## config.mk

```make
export PLATFORM = sky130hd
export DESIGN_NAME = framed_reply_parser_top
export DESIGN_NICKNAME = d
export VERILOG_FILES = /design/src/rtl/core/frp_pkg.sv /design/src/rtl/core/frp_store.sv /design/src/rtl/core/frp_front.sv /design/src/rtl/core/frp_back.sv /design/src/rtl/core/framed_reply_parser_top.sv
export SDC_FILE = /design/constraint.sdc
export NUM_CORES = 1
export LEC_CHECK = 0
export ABC_CLOCK_PERIOD_IN_PS = 3350
export BUFFER_PORTS_ARGS = -buffer_cell sky130_fd_sc_hd__buf_2
export CAP_MARGIN = 5
export CORE_ASPECT_RATIO = 0.5
export CORE_MARGIN = 5
export CORE_UTILIZATION = 63
export CTS_BUF_LIST = sky130_fd_sc_hd__clkbuf_8
export CTS_CLUSTER_SIZE = 28
export DETAILED_ROUTE_END_ITERATION = 10
export PLACE_DENSITY_LB_ADDON = 0.25
export SLEW_MARGIN = 20
export SYNTH_ARGS = -nofsm -noshare
export SYNTH_HDL_FRONTEND = slang
export SYNTH_SLANG_ARGS = --single-unit
export TNS_END_PERCENT = 50
```

## constraint.sdc

```tcl
create_clock -name clk_i -period 3.35 [get_ports clk_i]
set_input_delay 0.67 -clock clk_i [delete_from_list [all_inputs] [get_ports clk_i]]
set_output_delay 0.67 -clock clk_i [all_outputs]
set_load 0.1 [all_outputs]
```

## src/rtl/core/frp_pkg.sv

```systemverilog
// ----------------------------------------------------------------------------
// frp_pkg
// Shared types and constants of the framed reply parser.
// ----------------------------------------------------------------------------
`default_nettype none

package frp_pkg;

  // Default message store depth in bytes
  localparam int unsigned BUF_BYTES_DEF = 32;

  // Message lengths of the widest supported store (up to 256 bytes) fit here
  localparam int unsigned MSG_LEN_W = 8;

  // Output field widths
  localparam int unsigned OUT_IDX_W = 5;
  localparam int unsigned OUT_LEN_W = 5;

  // Frame header bytes kept in the store (command, length low, length high)
  localparam int unsigned HDR_BYTES = 3;
  // Store bytes reserved beyond the largest accepted payload
  localparam int unsigned FRAME_OVH = 10;

  // Byte codes
  localparam logic [7:0] START_BYTE = 8'h50;
  localparam logic [7:0] NACK_BYTE  = 8'h01;
  localparam logic [7:0] LINE_FEED  = 8'h0A;
  localparam logic [7:0] CARRIAGE   = 8'h0D;
  localparam logic [7:0] CHAR_E     = 8'h45;
  localparam logic [7:0] CHAR_R     = 8'h52;

  // Status and kind codes
  localparam logic STATUS_OK   = 1'b0;
  localparam logic STATUS_NACK = 1'b1;
  localparam logic KIND_TEXT   = 1'b0;
  localparam logic KIND_FRAME  = 1'b1;

  // Protocol mode codes
  localparam logic MODE_TEXT   = 1'b0;
  localparam logic MODE_FRAMED = 1'b1;

  // Front-end parser phases
  typedef enum logic [2:0] {
    PH_IDLE    = 3'd0,
    PH_CMD     = 3'd1,
    PH_LEN_LO  = 3'd2,
    PH_LEN_HI  = 3'd3,
    PH_PAYLOAD = 3'd4
  } phase_e;

  // Completed message handed from front to back
  typedef struct packed {
    logic [MSG_LEN_W-1:0] len;     // stored bytes to read out
    logic                 empty;   // line that was only a CR: one zero result
    logic                 status;
    logic                 kind;
  } msg_desc_t;

endpackage

`default_nettype wire

```

## src/rtl/core/frp_store.sv

```systemverilog
// ----------------------------------------------------------------------------
// frp_store
// Message byte store: one write port, one read port with registered data.
// ----------------------------------------------------------------------------
`default_nettype none

module frp_store #(
  parameter int unsigned BUF_BYTES = frp_pkg::BUF_BYTES_DEF,
  localparam int unsigned AW = $clog2(BUF_BYTES)
) (
  input  wire logic          clk_i,
  input  wire logic          we_i,
  input  wire logic [AW-1:0] waddr_i,
  input  wire logic [7:0]    wdata_i,
  input  wire logic          re_i,
  input  wire logic [AW-1:0] raddr_i,
  output logic      [7:0]    rdata_o
);

  logic [7:0] mem [BUF_BYTES];
  logic [7:0] rdata_q;

  // Write port
  always_ff @(posedge clk_i) begin
    if (we_i) begin
      mem[waddr_i] <= wdata_i;
    end
  end

  // Read port, data held until the next read
  always_ff @(posedge clk_i) begin
    if (re_i) begin
      rdata_q <= mem[raddr_i];
    end
  end

  assign rdata_o = rdata_q;

endmodule

`default_nettype wire

```

## src/rtl/core/frp_front.sv

```systemverilog
// ----------------------------------------------------------------------------
// frp_front
// Byte parser: classifies each received byte as text or frame content,
// writes the store and posts a descriptor when a message completes.
// ----------------------------------------------------------------------------
`default_nettype none

module frp_front #(
  parameter int unsigned BUF_BYTES = frp_pkg::BUF_BYTES_DEF,
  localparam int unsigned AW = $clog2(BUF_BYTES)
) (
  input  wire logic                 clk_i,
  input  wire logic                 rst_ni,
  // configuration
  input  wire logic                 cfg_wr_en_i,
  input  wire logic                 cfg_wr_data_i,
  // received bytes
  input  wire logic                 in_valid_i,
  output logic                      in_ready_o,
  input  wire logic [7:0]           in_byte_i,
  // back end status
  input  wire logic                 back_busy_i,
  // store write port
  output logic                      we_o,
  output logic      [AW-1:0]        waddr_o,
  output logic      [7:0]           wdata_o,
  // descriptor slot
  output logic                      desc_valid_o,
  input  wire logic                 desc_ready_i,
  output frp_pkg::msg_desc_t        desc_o
);

  frp_pkg::phase_e    phase_q, phase_d;
  logic               mode_q, mode_d;
  logic [AW-1:0]      fill_q, fill_d;
  logic [AW-1:0]      exp_q, exp_d;
  logic [7:0]         len_lo_q, len_lo_d;
  logic               e0_q, e0_d, r1_q, r1_d, r2_q, r2_d;
  logic               last_cr_q, last_cr_d;
  logic               nack_q, nack_d;
  logic               desc_v_q, desc_v_d;
  frp_pkg::msg_desc_t desc_q, desc_d;

  logic               accept;
  logic [15:0]        exp_full;
  logic [AW-1:0]      text_len;
  logic               pay_done;

  // One byte per transfer; hold off while a message waits or drains
  assign in_ready_o = !desc_v_q && !back_busy_i;
  assign accept     = in_valid_i && in_ready_o;

  assign exp_full = {in_byte_i, len_lo_q};
  assign text_len = fill_q - AW'(last_cr_q);
  assign pay_done = (fill_q + AW'(1)) == exp_q;

  // Phase register
  always_ff @(posedge clk_i or negedge rst_ni) begin
    if (!rst_ni) begin
      phase_q  <= frp_pkg::PH_IDLE;
      mode_q   <= frp_pkg::MODE_TEXT;
      fill_q   <= '0;
      desc_v_q <= 1'b0;
    end else begin
      phase_q  <= phase_d;
      mode_q   <= mode_d;
      fill_q   <= fill_d;
      desc_v_q <= desc_v_d;
    end
  end

  // Header and flag payload registers
  always_ff @(posedge clk_i) begin
    exp_q     <= exp_d;
    len_lo_q  <= len_lo_d;
    e0_q      <= e0_d;
    r1_q      <= r1_d;
    r2_q      <= r2_d;
    last_cr_q <= last_cr_d;
    nack_q    <= nack_d;
    desc_q    <= desc_d;
  end

  // Next state, store writes and descriptor
  always_comb begin
    phase_d   = phase_q;
    mode_d    = mode_q;
    fill_d    = fill_q;
    exp_d     = exp_q;
    len_lo_d  = len_lo_q;
    e0_d      = e0_q;
    r1_d      = r1_q;
    r2_d      = r2_q;
    last_cr_d = last_cr_q;
    nack_d    = nack_q;
    desc_d    = desc_q;
    desc_v_d  = desc_v_q && !desc_ready_i;
    we_o      = 1'b0;
    waddr_o   = fill_q;
    wdata_o   = in_byte_i;

    if (cfg_wr_en_i) begin
      mode_d  = cfg_wr_data_i;
      phase_d = frp_pkg::PH_IDLE;
      fill_d  = '0;
    end else if (accept) begin
      case (phase_q)
        frp_pkg::PH_CMD: begin
          we_o    = mode_q;
          waddr_o = AW'(0);
          phase_d = mode_q ? frp_pkg::PH_LEN_LO : frp_pkg::PH_IDLE;
        end
        frp_pkg::PH_LEN_LO: begin
          we_o     = mode_q;
          waddr_o  = AW'(1);
          len_lo_d = in_byte_i;
          phase_d  = mode_q ? frp_pkg::PH_LEN_HI : frp_pkg::PH_IDLE;
        end
        frp_pkg::PH_LEN_HI: begin
          we_o    = mode_q;
          waddr_o = AW'(2);
          fill_d  = '0;
          phase_d = frp_pkg::PH_IDLE;
          if (!mode_q) begin
            we_o = 1'b0;
          end else if (exp_full > 16'(BUF_BYTES - frp_pkg::FRAME_OVH)) begin
            // oversized: drop the frame
            phase_d = frp_pkg::PH_IDLE;
          end else if (exp_full == 16'd0) begin
            // header only
            desc_v_d     = 1'b1;
            desc_d.len   = frp_pkg::MSG_LEN_W'(frp_pkg::HDR_BYTES);
            desc_d.empty = 1'b0;
            desc_d.status = frp_pkg::STATUS_OK;
            desc_d.kind  = frp_pkg::KIND_FRAME;
          end else begin
            exp_d   = exp_full[AW-1:0];
            phase_d = frp_pkg::PH_PAYLOAD;
          end
        end
        frp_pkg::PH_PAYLOAD: begin
          we_o    = mode_q;
          waddr_o = fill_q + AW'(frp_pkg::HDR_BYTES);
          phase_d = frp_pkg::PH_IDLE;
          if (mode_q) begin
            if (fill_q == '0) begin
              nack_d = (in_byte_i == frp_pkg::NACK_BYTE);
            end
            if (pay_done) begin
              desc_v_d     = 1'b1;
              desc_d.len   = frp_pkg::MSG_LEN_W'(frp_pkg::HDR_BYTES)
                             + frp_pkg::MSG_LEN_W'(exp_q);
              desc_d.empty = 1'b0;
              desc_d.status = (fill_q == '0) ? (in_byte_i == frp_pkg::NACK_BYTE)
                                             : nack_q;
              desc_d.kind  = frp_pkg::KIND_FRAME;
              fill_d       = '0;
            end else begin
              fill_d  = fill_q + AW'(1);
              phase_d = frp_pkg::PH_PAYLOAD;
            end
          end
        end
        default: begin
          phase_d = frp_pkg::PH_IDLE;
          if ((mode_q == frp_pkg::MODE_FRAMED) && (in_byte_i == frp_pkg::START_BYTE)) begin
            // start of a frame, any partial line is discarded
            phase_d = frp_pkg::PH_CMD;
            fill_d  = '0;
          end else if (in_byte_i == frp_pkg::LINE_FEED) begin
            if (fill_q != '0) begin
              desc_v_d      = 1'b1;
              desc_d.len    = frp_pkg::MSG_LEN_W'(text_len);
              desc_d.empty  = (text_len == '0);
              desc_d.status = (text_len >= AW'(3)) && e0_q && r1_q && r2_q;
              desc_d.kind   = frp_pkg::KIND_TEXT;
              fill_d        = '0;
            end
          end else if (fill_q < AW'(BUF_BYTES - 1)) begin
            we_o      = 1'b1;
            fill_d    = fill_q + AW'(1);
            last_cr_d = (in_byte_i == frp_pkg::CARRIAGE);
            if (fill_q == AW'(0)) e0_d = (in_byte_i == frp_pkg::CHAR_E);
            if (fill_q == AW'(1)) r1_d = (in_byte_i == frp_pkg::CHAR_R);
            if (fill_q == AW'(2)) r2_d = (in_byte_i == frp_pkg::CHAR_R);
          end
        end
      endcase
    end
  end

  assign desc_valid_o = desc_v_q;
  assign desc_o       = desc_q;

endmodule

`default_nettype wire

```

## src/rtl/core/frp_back.sv

```systemverilog
// ----------------------------------------------------------------------------
// frp_back
// Drain engine: reads a completed message out of the store and presents
// one result per byte through a read stage and an output register.
// ----------------------------------------------------------------------------
`default_nettype none

module frp_back #(
  parameter int unsigned BUF_BYTES = frp_pkg::BUF_BYTES_DEF,
  localparam int unsigned AW = $clog2(BUF_BYTES)
) (
  input  wire logic                              clk_i,
  input  wire logic                              rst_ni,
  // descriptor from the front end
  input  wire logic                              desc_valid_i,
  output logic                                   desc_ready_o,
  input  wire frp_pkg::msg_desc_t                desc_i,
  output logic                                   busy_o,
  // store read port
  output logic                                   re_o,
  output logic      [AW-1:0]                     raddr_o,
  input  wire logic [7:0]                        rdata_i,
  // results
  output logic                                   out_valid_o,
  input  wire logic                              out_ready_i,
  output logic                                   out_status_o,
  output logic                                   out_kind_o,
  output logic      [7:0]                        out_byte_o,
  output logic      [frp_pkg::OUT_IDX_W-1:0]     out_idx_o,
  output logic      [frp_pkg::OUT_LEN_W-1:0]     out_len_o,
  output logic                                   out_last_o
);

  localparam int unsigned LW = frp_pkg::MSG_LEN_W;

  // Read sequencer
  logic          act_q;
  logic [LW-1:0] k_q, len_q;
  logic          status_q, kind_q, empty_q;

  // Read data stage
  logic                          s1_v_q;
  logic [frp_pkg::OUT_IDX_W-1:0] s1_idx_q;
  logic [frp_pkg::OUT_LEN_W-1:0] s1_len_q;
  logic                          s1_last_q, s1_zero_q, s1_status_q, s1_kind_q;

  // Output register
  logic                          out_v_q;
  logic [7:0]                    out_byte_q;
  logic [frp_pkg::OUT_IDX_W-1:0] out_idx_q;
  logic [frp_pkg::OUT_LEN_W-1:0] out_len_q;
  logic                          out_last_q, out_status_q, out_kind_q;

  logic issue, s1_adv, load, issue_last;

  assign s1_adv     = s1_v_q && (!out_v_q || out_ready_i);
  assign issue      = act_q && (!s1_v_q || s1_adv);
  assign issue_last = empty_q || ((k_q + LW'(1)) == len_q);
  assign load       = desc_valid_i && !act_q;

  assign desc_ready_o = !act_q;
  assign busy_o       = act_q;
  assign re_o         = issue && !empty_q;
  assign raddr_o      = k_q[AW-1:0];

  // Control state
  always_ff @(posedge clk_i or negedge rst_ni) begin
    if (!rst_ni) begin
      act_q   <= 1'b0;
      s1_v_q  <= 1'b0;
      out_v_q <= 1'b0;
    end else begin
      if (load) begin
        act_q <= 1'b1;
      end else if (issue && issue_last) begin
        act_q <= 1'b0;
      end
      if (issue) begin
        s1_v_q <= 1'b1;
      end else if (s1_adv) begin
        s1_v_q <= 1'b0;
      end
      if (s1_adv) begin
        out_v_q <= 1'b1;
      end else if (out_ready_i) begin
        out_v_q <= 1'b0;
      end
    end
  end

  // Message being drained
  always_ff @(posedge clk_i) begin
    if (load) begin
      k_q      <= '0;
      len_q    <= desc_i.len;
      status_q <= desc_i.status;
      kind_q   <= desc_i.kind;
      empty_q  <= desc_i.empty;
    end else if (issue) begin
      k_q <= k_q + LW'(1);
    end
  end

  // Read data stage payload
  always_ff @(posedge clk_i) begin
    if (issue) begin
      s1_idx_q    <= k_q[frp_pkg::OUT_IDX_W-1:0];
      s1_len_q    <= len_q[frp_pkg::OUT_LEN_W-1:0];
      s1_last_q   <= issue_last;
      s1_zero_q   <= empty_q;
      s1_status_q <= status_q;
      s1_kind_q   <= kind_q;
    end
  end

  // Output register payload
  always_ff @(posedge clk_i) begin
    if (s1_adv) begin
      out_byte_q   <= s1_zero_q ? 8'd0 : rdata_i;
      out_idx_q    <= s1_idx_q;
      out_len_q    <= s1_len_q;
      out_last_q   <= s1_last_q;
      out_status_q <= s1_status_q;
      out_kind_q   <= s1_kind_q;
    end
  end

  assign out_valid_o  = out_v_q;
  assign out_status_o = out_status_q;
  assign out_kind_o   = out_kind_q;
  assign out_byte_o   = out_byte_q;
  assign out_idx_o    = out_idx_q;
  assign out_len_o    = out_len_q;
  assign out_last_o   = out_last_q;

endmodule

`default_nettype wire

```

## src/rtl/core/framed_reply_parser_top.sv

```systemverilog
// ----------------------------------------------------------------------------
// framed_reply_parser_top
// Assembles text lines or length-prefixed binary frames from received bytes
// and streams each completed message out one stored byte per transfer.
// ----------------------------------------------------------------------------
// When a byte completes a message (line feed, or the last payload byte of a
// frame) the message is read out of the single-port-read byte store at one
// result per cycle while the output does not stall: a message of N bytes gives
// N results, and an empty line (only a CR) gives one. The input holds tready
// low from completion until the last byte has been read from the store, since
// the next message reuses the store; the final result may still wait in the
// output register while new bytes are taken. No clearing pass follows reset.
`default_nettype none

module framed_reply_parser_top #(
  parameter int unsigned BUF_BYTES = frp_pkg::BUF_BYTES_DEF
) (
  input  wire logic        clk_i,
  input  wire logic        rst_ni,
  // configuration: protocol_mode
  input  wire logic        cfg_wr_en_i,
  input  wire logic        cfg_wr_data_i,
  // received bytes
  input  wire logic        s_axis_tvalid_i,
  output logic             s_axis_tready_o,
  input  wire logic [7:0]  s_axis_tdata_i,   // [7:0] rx_byte
  // results
  output logic             m_axis_tvalid_o,
  input  wire logic        m_axis_tready_i,
  output logic      [23:0] m_axis_tdata_o,   // [7:0] message_byte, [12:8] byte_index,
                                             // [17:13] message_length, [23:18] zero
  output logic      [1:0]  m_axis_tuser_o,   // [0] reply_status, [1] message_kind
  output logic             m_axis_tlast_o    // last_of_message
);

  localparam int unsigned AW = $clog2(BUF_BYTES);

  logic               back_busy;
  logic               we;
  logic [AW-1:0]      waddr;
  logic [7:0]         wdata;
  logic               re;
  logic [AW-1:0]      raddr;
  logic [7:0]         rdata;
  logic               desc_valid;
  logic               desc_ready;
  frp_pkg::msg_desc_t desc;

  logic [7:0]                        out_byte;
  logic [frp_pkg::OUT_IDX_W-1:0]     out_idx;
  logic [frp_pkg::OUT_LEN_W-1:0]     out_len;
  logic                              out_status;
  logic                              out_kind;

  // Parser front end
  frp_front #(
    .BUF_BYTES(BUF_BYTES)
  ) u_front (
    .clk_i         (clk_i),
    .rst_ni        (rst_ni),
    .cfg_wr_en_i   (cfg_wr_en_i),
    .cfg_wr_data_i (cfg_wr_data_i),
    .in_valid_i    (s_axis_tvalid_i),
    .in_ready_o    (s_axis_tready_o),
    .in_byte_i     (s_axis_tdata_i),
    .back_busy_i   (back_busy),
    .we_o          (we),
    .waddr_o       (waddr),
    .wdata_o       (wdata),
    .desc_valid_o  (desc_valid),
    .desc_ready_i  (desc_ready),
    .desc_o        (desc)
  );

  // Message byte store
  frp_store #(
    .BUF_BYTES(BUF_BYTES)
  ) u_store (
    .clk_i   (clk_i),
    .we_i    (we),
    .waddr_i (waddr),
    .wdata_i (wdata),
    .re_i    (re),
    .raddr_i (raddr),
    .rdata_o (rdata)
  );

  // Drain back end
  frp_back #(
    .BUF_BYTES(BUF_BYTES)
  ) u_back (
    .clk_i        (clk_i),
    .rst_ni       (rst_ni),
    .desc_valid_i (desc_valid),
    .desc_ready_o (desc_ready),
    .desc_i       (desc),
    .busy_o       (back_busy),
    .re_o         (re),
    .raddr_o      (raddr),
    .rdata_i      (rdata),
    .out_valid_o  (m_axis_tvalid_o),
    .out_ready_i  (m_axis_tready_i),
    .out_status_o (out_status),
    .out_kind_o   (out_kind),
    .out_byte_o   (out_byte),
    .out_idx_o    (out_idx),
    .out_len_o    (out_len),
    .out_last_o   (m_axis_tlast_o)
  );

  // Result packing
  assign m_axis_tdata_o = {6'd0, out_len, out_idx, out_byte};
  assign m_axis_tuser_o = {out_kind, out_status};

`ifndef SYNTHESIS
  // No byte may be taken while the store is being read out
  assert property (@(posedge clk_i) disable iff (!rst_ni)
    back_busy |-> !s_axis_tready_o)
    else $error("input accepted during message drain");

  // A pending descriptor blocks the input
  assert property (@(posedge clk_i) disable iff (!rst_ni)
    desc_valid |-> !s_axis_tready_o)
    else $error("input accepted with a message pending");

  // The final result of a run sits at the end of the message
  assert property (@(posedge clk_i) disable iff (!rst_ni)
    (m_axis_tvalid_o && m_axis_tlast_o) |->
      ((out_len == '0 && out_idx == '0) ||
       (frp_pkg::OUT_LEN_W'(out_idx + frp_pkg::OUT_IDX_W'(1)) == out_len)))
    else $error("last result does not match message length");

  // Reads are only issued while a message is draining
  assert property (@(posedge clk_i) disable iff (!rst_ni)
    re |-> back_busy)
    else $error("store read outside a drain");
`endif

endmodule

`default_nettype wire

```

==> flow_metrics.tcl <==
set metrics [dict create \
    status "finished, final reports clean" \
    use_met1_pct 35.4 \
    dp.cells 1167 \
    fin_skew_ns 0.0170 \
    synth_cell_types 72 \
    clk_latency_ns 0.56 \
    reg2regPathDepth 7 \
    firstDrtPassIters 6 \
    crit_arrival_ns 3.33 \
    tns_ns 0 \
    worst_path_most_repeated_cell "or3b_1" \
    holdPathEnd "u_front.len_lo_q[6]" \
    crit_type "flop to flop" \
    yosysWarnings 0 \
    gp_congestion 0.932 \
    seqCellArea_sq_um 10600 \
    yosys-top-cells-area "edfxtp_1, mux4_2, dfrtp_1, nor2_1, dfxtp_1" \
    yosysMostFrequentCell "edfxtp_1" \
    grt_max_degree 66 \
    grtUsageMet2_pct 35.4 \
    fill_cells 1383 \
    slew_viol_final 0 \
    crit_path_start_kind "flop" \
    synth_common_cells "edfxtp_1, mux4_2, nor2_1" \
    finalPower_mw 10.5 \
    core_area_sq_um 22800 \
    start_util_pct 64.0 \
    setup_viol 0 \
    min-delay-start "s_axis_tdata_i[6]" \
    io_pins 43 \
    rsz0062_at_grt "false" \
    ctsHoldBuffers 1 \
    cts.sinks 356 \
    grt_use_met3_pct 5.48 \
    p_int_mw 7.56 \
    worstHoldPathType "primary input to flop" \
    grt_pass1_vias 7797 \
    yosysTopAreaCell "edfxtp_1" \
    antenna_found_initial 0 \
    worstReg2RegEnd "u_store.mem[10][6]" \
    syn_inst 792 \
    drc 0 \
    track_usage_pct 23.5 \
    cp_data_required_time_ns 3.54 \
    dieArea_sq_um 26500 \
    pwr-share-seq_pct 48.8 \
    fp-row-count 39 \
    switching_power_mw 2.91 \
    reg2reg_slack_ns 0.21 \
    p_sw_share_pct 27.8 \
    max_cap_viol_count 0 \
    slew_headroom_pct 41.5 \
    n_antenna_cell 0 \
    cts_buffers 47 \
    cp_slowest_cell "nor2_1" \
    tightest_slew_ns 0.874 \
    r2r-start "u_front.phase_q[0]" \
    num_vias 7809 \
    wl_um 30500 \
    top_usage_layer "met2" \
    ant_nets 0 \
    finalHoldViolations 0 \
    cp_cell_sequence "or3b_1 > a21boi_4 > clkinv_1 > o311ai_4 > o22ai_2 > or3b_1 > nor2_1" \
    finalCriticalPeriod_ns 3.14 \
    critPathCaptureType "flop" \
    synthArstFlopShare_pct 3.65 \
    p_leak_nw 5.47 \
    synth_seq_cells 356 \
    synth-main-ff-cell "edfxtp_1" \
    cts_tree "done" \
    root_buffer "clkbuf_8" \
    instances_no_fill 1253 \
    globalRouteOverflowTotal 0 \
    nets 932 \
    p_per_area_nw_per_um2 638 \
    die_w_um 225 \
    place_ws_ns 0.0578 \
    area_delta_synth_final_pct 12.2 \
    grt_pass1_wl_um 46900 \
    syn_area_sq_um 14600 \
    place_hpwl_um 19900 \
    postCtsSetupBuffers 0 \
    port_buffers 36 \
    combPwrFrac_pct 23.5 \
    cts_resized 0 \
    die_h_um 118 \
    hold_ws_ns 0.357 \
    synth_edf_count 335 \
    vdd_drop_max_mv 0.391 \
    crit_path_max_fanout 13 \
    max_freq_mhz 318 \
    multi_input_area_sq_um 3790 \
    routed_via_density 6.23 \
    drt_iter0_drc 901 \
    seq_area_frac_synth_pct 72.2 \
    routedWlPerCell_um 24.3 \
    syn_area_per_cell_sq_um 18.4 \
    clkTransAtPathRegs_ns 0.06 \
    period_share_pct 93.8 \
    hold_depth 1 \
    synth.top_cell.area_share_pct 68.8 \
    power_frac_clock_pct 27.7 \
    drive_gt1_share_pct 29.5 \
    max_stage_delay_ns 0.71 \
    fin_ws_ns 0.206 \
    cts_buffer_depth 3 \
    htree_levels 2 \
]
-- cells in the final DEF, fill, tap and decap left out, types with 9 or more instances in the layout --
cell type | Yosys | final
buf_2 | 18 | 36
buf_4 | 8 | 72
clkbuf_8 | 0 | 50
clkinv_1 | 2 | 15
dfrtp_1 | 13 | 13
edfxtp_1 | 335 | 335
inv_1 | 12 | 29
mux2_2 | 9 | 9
mux4_2 | 80 | 80
nand2_1 | 28 | 28
nand2b_1 | 10 | 10
nand3_1 | 13 | 13
nor2_1 | 43 | 43
nor2b_1 | 13 | 12
nor3_1 | 11 | 11
o21ai_0 | 26 | 26
xnor2_1 | 18 | 18
-- per-layer routing --
metal | share of wire, % | wire length [um] | vias up
met4 | 2.3 | 687 | 0
met1 | 41 | 12600 | 3933
li1 | - | - | 3417
met3 | 9.3 | 2850 | 50
met2 | 47 | 14400 | 409
met5 | 0 | 0 | -
-- cell type report --
| cell class | instances | share of cell area, % |
|---|---|---|
| Clock inverter | 35 | 0.878 |
| Tap cell | 307 | 2.34 |
| Multi-Input combinational cell | 379 | 23.1 |
| Sequential cell | 356 | 64.3 |
| Inverter | 14 | 0.320 |
| Clock buffer | 50 | 4.20 |
| Timing Repair Buffer | 112 | 4.82 |
-- registers in the layout (all words and copies together) (netlist names), 3 cells and up --
signal,flops
u_store.mem,256
u_front.exp_q,5
u_back.s1_idx_q,5
u_back.k_q,8
u_front.phase_q,3
u_front.fill_q,5
u_store.rdata_o,8
u_front.desc_o,9
u_back.len_q,6
u_front.len_lo_q,8
u_back.out_byte_o,8
u_back.out_idx_o,5
u_back.out_len_o,5
u_back.s1_len_q,5
-- cells by family after synthesis --
group	count (synthesis)	synth area share (%)
muxes	90	13.1
buffers and inverters	62	2.06
and+or+nand+nor	170	6.48
other	1	0.0257
AOI/OAI and AO/OA	79	3.92
DFF	356	72.2
xor gates and xnor gates	25	1.50
adders and majority gates	9	0.754
-- power groups by stage --
stage | Clock (mW) | Sequential (mW) | Combinational (mW)
2_1_floorplan | 0 | 5.27 | 1.69
3_3_place_gp | 0 | 5.20 | 2.46
3_5_place_dp | 0 | 5.20 | 2.49
4_1_cts | 2.94 | 5.11 | 2.49
5_1_grt | 3.17 | 5.12 | 2.61
6_report | 2.89 | 5.11 | 2.46
-- worst max-delay path, delay by kind of cell (launching register included) --
family                 cells  cell delay (ns)
buffers and inverters      1             0.10
DFF                        1             0.54
and+or+nand+nor            3             1.61
AOI/OAI and AO/OA          3             0.51
-- worst max-delay path by stage --
stage                       start  cells after the start            endpoint  slack (ns)
5_1_grt        u_front.phase_q[0]                      7  u_store.mem[10][6]        0.13
3_3_place_gp          cfg_wr_en_i                      6  u_store.mem[10][5]        0.13
4_1_cts        u_front.phase_q[0]                      7  u_store.mem[10][0]        0.23
3_5_place_dp          cfg_wr_en_i                      6  u_store.mem[10][0]        0.06
6_report       u_front.phase_q[0]                      7  u_store.mem[10][6]        0.21
2_1_floorplan       u_back.busy_o                      4    u_front.exp_q[0]        0.11
-- per-stage QoR --
| stage | util (%) | area (sq um) |
|---|---|---|
| CTS | 71.8 | 16400 |
| global route | 71.8 | 16400 |
| global placement | 68.1 | 15600 |
| floorplan | - | 14600 |
| detailed placement | 68.1 | 15600 |
| finish | 71.8 | 16400 |
Note: power is estimated with default switching activity, not from simulation.
